**src/esd_pkg.sv**
```systemverilog
// Shared types, character codes and helpers for the escape sequence decoder.
package esd_pkg;

   localparam logic [7:0] BACKSLASH_CHAR       = 8'h5C;
   localparam logic [7:0] LOWER_N_CHAR         = 8'h6E;
   localparam logic [7:0] LOWER_R_CHAR         = 8'h72;
   localparam logic [7:0] LOWER_T_CHAR         = 8'h74;
   localparam logic [7:0] LOWER_X_CHAR         = 8'h78;
   localparam logic [7:0] LINE_FEED_BYTE       = 8'h0A;
   localparam logic [7:0] CARRIAGE_RETURN_BYTE = 8'h0D;
   localparam logic [7:0] TAB_BYTE             = 8'h09;

   localparam int unsigned MAX_BYTES = 4;

   typedef enum logic [1:0] {
      PHASE_IDLE  = 2'd0,
      PHASE_SLASH = 2'd1,
      PHASE_X     = 2'd2,
      PHASE_HEX   = 2'd3
   } phase_type;

   // Up to four decoded bytes produced by one input transaction.
   typedef struct packed {
      logic [MAX_BYTES-1:0][7:0] bytes;
      logic [1:0]                last_idx;
      logic                      last;
   } bundle_type;

   function automatic logic is_hex(input logic [7:0] c);
      is_hex = (c >= 8'h30 && c <= 8'h39) || (c >= 8'h61 && c <= 8'h66) ||
               (c >= 8'h41 && c <= 8'h46);
   endfunction

   function automatic logic [3:0] hex_value(input logic [7:0] c);
      logic [7:0] v;
      v = 8'h00;
      if (c >= 8'h30 && c <= 8'h39) begin
         v = c - 8'h30;
      end else if (c >= 8'h61 && c <= 8'h66) begin
         v = c - 8'h57;
      end else if (c >= 8'h41 && c <= 8'h46) begin
         v = c - 8'h37;
      end
      hex_value = v[3:0];
   endfunction

endpackage

```
**src/esd_chan_if.sv**
```systemverilog
// Valid/ready channel interfaces for the decoder's input and result streams.
interface esd_req_if;
   logic       valid;
   logic       ready;
   logic [7:0] in_char;
   logic       in_last;
   modport source (output valid, output in_char, output in_last, input ready);
   modport sink   (input valid, input in_char, input in_last, output ready);
endinterface

interface esd_rsp_if;
   logic       valid;
   logic       ready;
   logic [7:0] out_byte;
   logic       out_last;
   modport source (output valid, output out_byte, output out_last, input ready);
   modport sink   (input valid, input out_byte, input out_last, output ready);
endinterface

```
**src/esd_front.sv**
```systemverilog
// Front end: escape phase tracking and per-character byte bundle generation.
module esd_front (
   input  logic                clock,
   input  logic                reset,
   input  logic                accept,
   input  logic [7:0]          in_char,
   input  logic                in_last,
   output logic                push_valid,
   output esd_pkg::bundle_type push_data
);

   esd_pkg::phase_type phase_ff, phase_in;
   logic [7:0]         first_hex_ff, first_hex_in;
   logic               idle_emit;
   logic               hex_ok;
   logic [2:0]         count;

   // A character seen with nothing pending goes out unless it opens an escape.
   assign idle_emit = !(in_char == esd_pkg::BACKSLASH_CHAR && !in_last);
   assign hex_ok    = esd_pkg::is_hex(in_char);

   always_ff @(posedge clock) begin
      if (reset) begin
         phase_ff     <= esd_pkg::PHASE_IDLE;
         first_hex_ff <= 8'h00;
      end else if (accept) begin
         phase_ff     <= phase_in;
         first_hex_ff <= first_hex_in;
      end
   end

   // Next phase
   always_comb begin
      phase_in     = idle_emit ? esd_pkg::PHASE_IDLE : esd_pkg::PHASE_SLASH;
      first_hex_in = first_hex_ff;
      unique case (phase_ff)
         esd_pkg::PHASE_IDLE: begin
         end
         esd_pkg::PHASE_SLASH: begin
            if (in_char == esd_pkg::LOWER_X_CHAR && !in_last) begin
               phase_in = esd_pkg::PHASE_X;
            end else if (in_char == esd_pkg::BACKSLASH_CHAR ||
                         in_char == esd_pkg::LOWER_N_CHAR ||
                         in_char == esd_pkg::LOWER_R_CHAR ||
                         in_char == esd_pkg::LOWER_T_CHAR) begin
               phase_in = esd_pkg::PHASE_IDLE;
            end
         end
         esd_pkg::PHASE_X: begin
            if (hex_ok && !in_last) begin
               phase_in     = esd_pkg::PHASE_HEX;
               first_hex_in = in_char;
            end
         end
         esd_pkg::PHASE_HEX: begin
            if (hex_ok) begin
               phase_in = esd_pkg::PHASE_IDLE;
            end
         end
         default: begin
         end
      endcase
   end

   // Output bundle
   always_comb begin
      push_data.bytes = '0;
      count           = 3'd0;
      unique case (phase_ff)
         esd_pkg::PHASE_IDLE: begin
            push_data.bytes[0] = in_char;
            count              = idle_emit ? 3'd1 : 3'd0;
         end
         esd_pkg::PHASE_SLASH: begin
            count = 3'd1;
            if (in_char == esd_pkg::BACKSLASH_CHAR) begin
               push_data.bytes[0] = esd_pkg::BACKSLASH_CHAR;
            end else if (in_char == esd_pkg::LOWER_N_CHAR) begin
               push_data.bytes[0] = esd_pkg::LINE_FEED_BYTE;
            end else if (in_char == esd_pkg::LOWER_R_CHAR) begin
               push_data.bytes[0] = esd_pkg::CARRIAGE_RETURN_BYTE;
            end else if (in_char == esd_pkg::LOWER_T_CHAR) begin
               push_data.bytes[0] = esd_pkg::TAB_BYTE;
            end else if (in_char == esd_pkg::LOWER_X_CHAR && !in_last) begin
               count = 3'd0;
            end else begin
               // unknown escape: backslash, then the character as plain input
               push_data.bytes[0] = esd_pkg::BACKSLASH_CHAR;
               push_data.bytes[1] = in_char;
               count              = idle_emit ? 3'd2 : 3'd1;
            end
         end
         esd_pkg::PHASE_X: begin
            if (!(hex_ok && !in_last)) begin
               push_data.bytes[0] = esd_pkg::BACKSLASH_CHAR;
               push_data.bytes[1] = esd_pkg::LOWER_X_CHAR;
               push_data.bytes[2] = in_char;
               count              = idle_emit ? 3'd3 : 3'd2;
            end
         end
         esd_pkg::PHASE_HEX: begin
            if (hex_ok) begin
               push_data.bytes[0] = {esd_pkg::hex_value(first_hex_ff),
                                     esd_pkg::hex_value(in_char)};
               count              = 3'd1;
            end else begin
               push_data.bytes[0] = esd_pkg::BACKSLASH_CHAR;
               push_data.bytes[1] = esd_pkg::LOWER_X_CHAR;
               push_data.bytes[2] = first_hex_ff;
               push_data.bytes[3] = in_char;
               count              = idle_emit ? 3'd4 : 3'd3;
            end
         end
         default: begin
         end
      endcase
   end

   assign push_data.last_idx = 2'(count - 3'd1);
   assign push_data.last     = in_last;
   assign push_valid         = accept && (count != 3'd0);

endmodule

```
**src/esd_queue.sv**
```systemverilog
// Small bundle queue decoupling the front end from the byte serializer.
module esd_queue #(
   parameter int unsigned DEPTH = 4
) (
   input  logic                      clock,
   input  logic                      reset,
   input  logic                      push,
   input  esd_pkg::bundle_type       push_data,
   input  logic                      pop,
   output esd_pkg::bundle_type       pop_data,
   output logic                      full,
   output logic                      empty,
   output logic [$clog2(DEPTH+1)-1:0] count
);

   localparam int unsigned PTR_W = (DEPTH > 1) ? $clog2(DEPTH) : 1;
   localparam int unsigned CNT_W = $clog2(DEPTH+1);

   esd_pkg::bundle_type slot_ff [DEPTH];
   logic [PTR_W-1:0]    wr_ptr_ff, wr_ptr_in;
   logic [PTR_W-1:0]    rd_ptr_ff, rd_ptr_in;
   logic [CNT_W-1:0]    count_ff, count_in;

   always_comb begin
      wr_ptr_in = wr_ptr_ff;
      rd_ptr_in = rd_ptr_ff;
      count_in  = count_ff;
      if (push) begin
         wr_ptr_in = (wr_ptr_ff == PTR_W'(DEPTH-1)) ? '0 : wr_ptr_ff + 1'b1;
      end
      if (pop) begin
         rd_ptr_in = (rd_ptr_ff == PTR_W'(DEPTH-1)) ? '0 : rd_ptr_ff + 1'b1;
      end
      if (push && !pop) begin
         count_in = count_ff + 1'b1;
      end else if (pop && !push) begin
         count_in = count_ff - 1'b1;
      end
   end

   always_ff @(posedge clock) begin
      if (reset) begin
         wr_ptr_ff <= '0;
         rd_ptr_ff <= '0;
         count_ff  <= '0;
      end else begin
         wr_ptr_ff <= wr_ptr_in;
         rd_ptr_ff <= rd_ptr_in;
         count_ff  <= count_in;
      end
   end

   always_ff @(posedge clock) begin
      if (push) begin
         slot_ff[wr_ptr_ff] <= push_data;
      end
   end

   assign pop_data = slot_ff[rd_ptr_ff];
   assign full     = (count_ff == CNT_W'(DEPTH));
   assign empty    = (count_ff == '0);
   assign count    = count_ff;

endmodule

```
**src/esd_back.sv**
```systemverilog
// Back end: serializes queued bundles into single-byte result transactions.
module esd_back (
   input  logic                clock,
   input  logic                reset,
   input  logic                q_empty,
   input  esd_pkg::bundle_type q_data,
   output logic                q_pop,
   output logic                rsp_valid,
   input  logic                rsp_ready,
   output logic [7:0]          out_byte,
   output logic                out_last
);

   esd_pkg::bundle_type cur_ff, cur_in;
   logic [1:0]          idx_ff, idx_in;
   logic                busy_ff, busy_in;
   logic                valid_ff, valid_in;
   logic [7:0]          byte_ff, byte_in;
   logic                last_ff, last_in;
   logic                out_free;

   assign out_free = !valid_ff || rsp_ready;

   always_comb begin
      cur_in   = cur_ff;
      idx_in   = idx_ff;
      busy_in  = busy_ff;
      valid_in = valid_ff && !rsp_ready;
      byte_in  = byte_ff;
      last_in  = last_ff;
      q_pop    = 1'b0;
      if (out_free) begin
         if (busy_ff) begin
            valid_in = 1'b1;
            byte_in  = cur_ff.bytes[idx_ff];
            last_in  = cur_ff.last && (idx_ff == cur_ff.last_idx);
            busy_in  = (idx_ff != cur_ff.last_idx);
            idx_in   = idx_ff + 2'd1;
         end else if (!q_empty) begin
            // first byte goes straight out; the rest of the bundle is parked
            q_pop    = 1'b1;
            valid_in = 1'b1;
            byte_in  = q_data.bytes[0];
            last_in  = q_data.last && (q_data.last_idx == 2'd0);
            if (q_data.last_idx != 2'd0) begin
               cur_in  = q_data;
               idx_in  = 2'd1;
               busy_in = 1'b1;
            end
         end
      end
   end

   always_ff @(posedge clock) begin
      if (reset) begin
         busy_ff  <= 1'b0;
         valid_ff <= 1'b0;
         idx_ff   <= 2'd0;
      end else begin
         busy_ff  <= busy_in;
         valid_ff <= valid_in;
         idx_ff   <= idx_in;
      end
   end

   always_ff @(posedge clock) begin
      cur_ff  <= cur_in;
      byte_ff <= byte_in;
      last_ff <= last_in;
   end

   assign rsp_valid = valid_ff;
   assign out_byte  = byte_ff;
   assign out_last  = last_ff;

endmodule

```
**src/escape_sequence_decoder_unit.sv**
```systemverilog
// Top level of the C-style escape sequence decoder.
//
//  channel    dir  payload                 transaction
//  req_chan   in   in_char[7:0], in_last   one input character
//  rsp_chan   out  out_byte[7:0], out_last one decoded byte
//
//  One character is taken per cycle while the bundle queue has room.
//  Each character yields 0..4 bytes; the serializer sends one byte per
//  cycle while the result channel is ready.
//  First byte of a bundle leaves through the bundle queue and then the output register.
//  Synchronous active-high reset clears phase, queue and output valid.
//  Output stalls fill the queue; req ready drops only when it is full.
module escape_sequence_decoder_unit #(
   parameter int unsigned QUEUE_DEPTH = 4
) (
   input  logic     clock,
   input  logic     reset,
   esd_req_if.sink  req_chan,
   esd_rsp_if.source rsp_chan
);

   localparam int unsigned CNT_W = $clog2(QUEUE_DEPTH+1);

   logic                req_accept;
   logic                push_valid;
   esd_pkg::bundle_type push_data;
   esd_pkg::bundle_type pop_data;
   logic                q_pop;
   logic                q_full;
   logic                q_empty;
   logic [CNT_W-1:0]    q_count;

   // Accept whenever the queue can take a worst-case bundle.
   assign req_chan.ready = !q_full;
   assign req_accept     = req_chan.valid && !q_full;

   // Front end: escape state and byte bundle per character.
   esd_front u_front (
      .clock      (clock),
      .reset      (reset),
      .accept     (req_accept),
      .in_char    (req_chan.in_char),
      .in_last    (req_chan.in_last),
      .push_valid (push_valid),
      .push_data  (push_data)
   );

   // Queue of bundles; empty bundles (held characters) are never pushed.
   esd_queue #(
      .DEPTH (QUEUE_DEPTH)
   ) u_queue (
      .clock     (clock),
      .reset     (reset),
      .push      (push_valid),
      .push_data (push_data),
      .pop       (q_pop),
      .pop_data  (pop_data),
      .full      (q_full),
      .empty     (q_empty),
      .count     (q_count)
   );

   // Back end: one byte per result transaction through an output register.
   esd_back u_back (
      .clock     (clock),
      .reset     (reset),
      .q_empty   (q_empty),
      .q_data    (pop_data),
      .q_pop     (q_pop),
      .rsp_valid (rsp_chan.valid),
      .rsp_ready (rsp_chan.ready),
      .out_byte  (rsp_chan.out_byte),
      .out_last  (rsp_chan.out_last)
   );

`ifndef NO_ASSERTIONS
   // Queue occupancy never exceeds its depth.
   a_queue_bound: assert property (@(posedge clock) disable iff (reset)
      q_count <= CNT_W'(QUEUE_DEPTH))
      else $error("bundle queue overflow");

   // Serializer only pops a non-empty queue.
   a_pop_nonempty: assert property (@(posedge clock) disable iff (reset)
      q_pop |-> (q_count != '0))
      else $error("pop from empty bundle queue");

   // No result is offered right after reset.
   a_reset_quiet: assert property (@(posedge clock)
      reset |=> !rsp_chan.valid)
      else $error("result valid after reset");
`endif

endmodule

```
**src/flat_wrapper.sv**
```systemverilog
// flat-port wrapper written by rule: the top's interface ports become plain ports
module escape_sequence_decoder_unit_flat 
#(
   parameter int unsigned QUEUE_DEPTH = 4
)
  (clock, reset, req_chan_valid, req_chan_in_char, req_chan_in_last, req_chan_ready, rsp_chan_valid, rsp_chan_out_byte, rsp_chan_out_last, rsp_chan_ready);
  esd_req_if req_chan_i ();
  esd_rsp_if rsp_chan_i ();
  input  logic clock;
  input  logic reset;
  input wire logic [$bits(req_chan_i.valid)-1:0] req_chan_valid;
  input wire logic [$bits(req_chan_i.in_char)-1:0] req_chan_in_char;
  input wire logic [$bits(req_chan_i.in_last)-1:0] req_chan_in_last;
  output wire logic [$bits(req_chan_i.ready)-1:0] req_chan_ready;
  output wire logic [$bits(rsp_chan_i.valid)-1:0] rsp_chan_valid;
  output wire logic [$bits(rsp_chan_i.out_byte)-1:0] rsp_chan_out_byte;
  output wire logic [$bits(rsp_chan_i.out_last)-1:0] rsp_chan_out_last;
  input wire logic [$bits(rsp_chan_i.ready)-1:0] rsp_chan_ready;
  assign req_chan_i.valid = req_chan_valid;
  assign req_chan_i.in_char = req_chan_in_char;
  assign req_chan_i.in_last = req_chan_in_last;
  assign req_chan_ready = req_chan_i.ready;
  assign rsp_chan_valid = rsp_chan_i.valid;
  assign rsp_chan_out_byte = rsp_chan_i.out_byte;
  assign rsp_chan_out_last = rsp_chan_i.out_last;
  assign rsp_chan_i.ready = rsp_chan_ready;
  escape_sequence_decoder_unit #(.QUEUE_DEPTH(QUEUE_DEPTH)) u_core (.clock(clock), .reset(reset), .req_chan(req_chan_i), .rsp_chan(rsp_chan_i));
endmodule
```
**config.mk**
```make
export PLATFORM = sky130hd
export DESIGN_NAME = escape_sequence_decoder_unit_flat
export DESIGN_NICKNAME = d
export VERILOG_FILES = /design/src/esd_pkg.sv /design/src/esd_chan_if.sv /design/src/esd_front.sv /design/src/esd_queue.sv /design/src/esd_back.sv /design/src/escape_sequence_decoder_unit.sv /design/src/flat_wrapper.sv
export SDC_FILE = /design/constraint.sdc
export NUM_CORES = 1
export LEC_CHECK = 0
export BUFFER_PORTS_ARGS = -buffer_cell sky130_fd_sc_hd__buf_2
export CORE_MARGIN = 2
export CORE_UTILIZATION = 50
export CTS_BUF_LIST = sky130_fd_sc_hd__clkbuf_4 sky130_fd_sc_hd__clkbuf_8
export DETAILED_ROUTE_END_ITERATION = 6
export GPL_ROUTABILITY_DRIVEN = 0
export PLACE_DENSITY = 0.63
export SYNTH_ARGS = -nofsm -noshare
export SYNTH_HDL_FRONTEND = slang
export SYNTH_SLANG_ARGS = --single-unit
```
**constraint.sdc**
```tcl
create_clock -name clock -period 4.2 [get_ports clock]
set_input_delay 0 -clock clock [delete_from_list [all_inputs] [get_ports clock]]
set_output_delay 0 -clock clock [all_outputs]
set_load 0.02 [all_outputs]
```
==> flow_summary.ini <==
[power_and_ir_drop]
p_comb_share_pct = 23.2
p_clk_share_pct = 28.3
intPower_uw = 4530
seqPwrFrac_pct = 48.5
switching_share_pct = 27.6
leakagePower_uw = 0.00347
power.density_mw_per_mm2 = 624
power_switching_uw = 1730
ir_drop_mv = 0.333

[floorplanning]
fp.dieW_um = 137
coreArea_mm2 = 0.0172
die_y_um = 137
initial_utilization_pct = 51.1
die_area_mm2 = 0.0187
ios = 24
row_count = 48

[drt]
dr.pass1.iters = 5
dr.first_iter.drc_count = 396
routed_wl_um = 17700
drc = 0
wl_per_cell_um = 21.0
vias = 4936
viasPerCell = 5.86
ant_nets = 0

[worst_setup_path]
reg2reg_depth = 13
path_class = in2reg
cp.required_ps = 4620
cp_data_arrival_time_ps = 4380
cpMaxStageDelayCell = dlygate4sd3_1
critical_path.max_fanout = 21
slowest_delay_ps = 530
setup.worst_path.end_class = flop
crit_top_cell = ha_1
crit_chain = dlygate4sd3_1 -> buf_2 -> inv_1 -> ha_1 -> nor3b_2 -> and4bb_4 -> a211o_4 -> a21oi_4 -> nor3_1 -> ha_1 -> o22ai_4 -> ha_1 -> inv_1 -> fa_1 -> xor2_1 -> or3_1 -> a21oi_1
start_kind = input pin

[timing]
finClkSkew_ps = 15.5
slew_headroom_pct = 36.8
slew_viol_final = 0
hold_viol_final = 0
max_freq_mhz = 252
rsz0062_at_grt = false
finalSetupViolCount = 0
period_share_pct = 94.3
worstMarginPinSlew_ps = 941
layout_min_cycle_time_ps = 3960
tns_ps = 0

[finish]
fin_area_mm2 = 0.0100
fillers = 1323
fin_nets = 620
layout-drive-gt1-share_pct = 26.1
area_growth_syn_to_layout_pct = 13.9
diodes = 0

[hold_path]
hold_depth = 3
min_path_type = in2reg

[clocking]
cts-resized-gates = 0
cts.path.max_buffers = 3
htreeDepth = 2
cts_tree = built
cts_buffers = 34
cts-root-buf = clkbuf_8
clk_latency_ps = 500
clkTransAtPathRegs_ps = 60
clock_sinks = 207

[yosys]
synth_warnings = 0
synth.ff_latch_count = 207
synth-edff-count = 184
syn_area_mm2 = 0.00880
ys_seq_area_share_pct = 68.0
async_flop_share_pct = 0
ys.flop_type = edfxtp_1
synthCells = 532
synth.distinct_cells = 72
syn_area_per_cell_um2 = 16.6
syn_nets = 560

[place]
placed_cell_area_mm2 = 0.00918
port_buffers = 23
post-dp-hpwl_um = 11100

[flow_run]
cap_violations = 0

[grt]
grtUsageTotal_pct = 20.0
grt_start_max_net_pins = 36
grt_overflow_total = 0
grt_pass1_wl_um = 27700
grt_pass1_vias = 5030
antenna_found_initial = 0

[status]
outcome = completed
[layout by cell type, fill, tap and decap left out, types with 3 or more instances in the layout]
master / Yosys / layout
a211oi_1: 3 / 3
a21o_1: 6 / 6
a21oi_1: 21 / 21
a22o_1: 8 / 8
a22oi_1: 4 / 4
a31oi_1: 4 / 4
and2_1: 11 / 11
and3_1: 4 / 4
buf_2: 11 / 23
buf_4: 2 / 12
clkbuf_4: 0 / 17
clkbuf_8: 0 / 38
dfxtp_1: 23 / 22
dlygate4sd3_1: 0 / 14
edfxtp_1: 184 / 184
ha_1: 14 / 14
inv_1: 21 / 21
mux2i_1: 3 / 3
mux4_2: 43 / 43
nand2_1: 32 / 32
nand2b_1: 3 / 3
nand3_1: 11 / 11
nand4_1: 3 / 3
nor2_1: 18 / 18
nor2b_1: 3 / 3
nor3_1: 13 / 13
nor4_1: 4 / 4
o211ai_1: 3 / 3
o21ai_0: 12 / 12
o22ai_1: 3 / 3
or3_1: 3 / 3
xor2_1: 3 / 3
[metal layers]
metal  global-route usage [%]  vias up  routed length [um]
met1                     28.0     2495                7890
met2                     32.3      166                8570
met3                     3.22       32                 945
li1                         -     2243                   -
met4                     6.71        0                 323
met5                        0        -                   0
[cell type report]
| type | count | area, um^2 | area share (%) |
|---|---|---|---|
| Sequential cell | 207 | 5990 | 59.7 |
| Multi-Input combinational cell | 278 | 2610 | 26.1 |
| Clock buffer | 55 | 651 | 6.49 |
| Timing Repair Buffer | 50 | 365 | 3.64 |
| Tap cell | 225 | 282 | 2.81 |
| Inverter | 21 | 78.8 | 0.786 |
| Clock inverter | 6 | 55.1 | 0.549 |
[flip-flops by register name, summed over array words and instances (netlist names), 3 cells and up, named ones only]
signal,flops
u_core.u_back.cur_ff,35
u_core.u_back.out_byte,8
u_core.u_front.first_hex_ff,8
u_core.u_queue.count,3
u_core.u_queue.slot_ff,140
[logic make-up (layout without fill, tap and decap cells)]
kind of cell / count (synthesis) / in the layout / synth area share [%]
flip-flops: 207 / 207 / 68.0
AO/OA/AOI/OAI: 88 / 88 / 7.73
adder cells (fa/ha/maj): 15 / 15 / 2.22
XOR/XNOR: 5 / 5 / 0.497
AND/OR/NAND/NOR: 121 / 121 / 7.52
buffers and inverters: 47 / 132 / 2.33
multiplexers: 49 / 49 / 11.7
[Yosys cell counts, drive strengths merged (3+ instances only)]
| library cell | number | area (um^2) |
|---|---|---|
| nand2b | 3 | 18.8 |
| buf | 15 | 85.1 |
| dfxtp | 23 | 460 |
| a22o | 8 | 70.1 |
| nand2 | 32 | 120 |
| mux4 | 43 | 968 |
| o211ai | 3 | 22.5 |
| and2 | 11 | 68.8 |
| and4bb | 3 | 41.3 |
| inv | 21 | 78.8 |
| a22oi | 4 | 30.0 |
| and3 | 5 | 36.3 |
| a21o | 6 | 45.0 |
| nor3 | 14 | 75.1 |
| xor2 | 3 | 26.3 |
| nor3b | 4 | 40.0 |
| ha | 14 | 175 |
| o22ai | 4 | 38.8 |
| nor4 | 4 | 25.0 |
| edfxtp | 184 | 5530 |
| nand4 | 3 | 18.8 |
| nor2 | 18 | 67.6 |
| a21oi | 23 | 130 |
| or3 | 3 | 18.8 |
| mux2i | 3 | 30.0 |
| nor2b | 3 | 18.8 |
| a31oi | 4 | 25.0 |
| o21ai | 12 | 60.1 |
| clkbuf | 11 | 41.3 |
| nand3 | 11 | 55.1 |
| mux2 | 3 | 33.8 |
| a211oi | 4 | 35.0 |
[metrics by stage]
stage,std cells,util [%],power [uW],setup WS (ps),hold WS [ps]
CTS,841,58.2,6330,180,9.25
detailed placement,766,53.3,4540,243,345
global route,842,58.2,6570,50.3,48.5
floorplan,532,-,4080,824,98.9
finish,842,58.2,6260,237,38.0
global placement,766,53.3,4510,416,338
[worst max-delay path: cells and delay by family]
| family | cells | cell delay [ps] |
|---|---|---|
| adders and majority gates | 4 | 1210 |
| AOI/OAI and AO/OA | 4 | 1040 |
| buffers and inverters | 4 | 940 |
| xor gates and xnor gates | 1 | 160 |
| and+or+nand+nor | 4 | 1020 |
[final timing paths]
kind | slack [ps] | endpoint | from
setup / recovery | 240 | u_core.u_queue.count[2] | req_chan_in_char[1]
hold reg to reg | 510 | u_core.u_front.first_hex_ff[7] | u_core.u_front.first_hex_ff[7]
setup reg to reg | 540 | u_core.u_queue.count[2] | u_core.u_front.phase_ff[0]
hold / removal | 40 | u_core.u_front.phase_ff[1] | req_chan_valid
[power groups by stage]
stage / Clock [uW] / Combinational (uW) / Sequential [uW]
after floorplan: 0 / 1020 / 3060
after global placement: 0 / 1440 / 3060
after detailed placement: 0 / 1460 / 3080
after CTS: 1820 / 1480 / 3040
after global routing: 1900 / 1600 / 3080
final: 1770 / 1460 / 3030
[what timing repair did]
action | in CTS | in global routing
endpoints found under the hold margin | 21 | 0
buffers inserted | 0 | 1
hold buffers | 14 | 0
setup endpoints to repair | 0 | 1
Power figures use the tool's default switching activity.
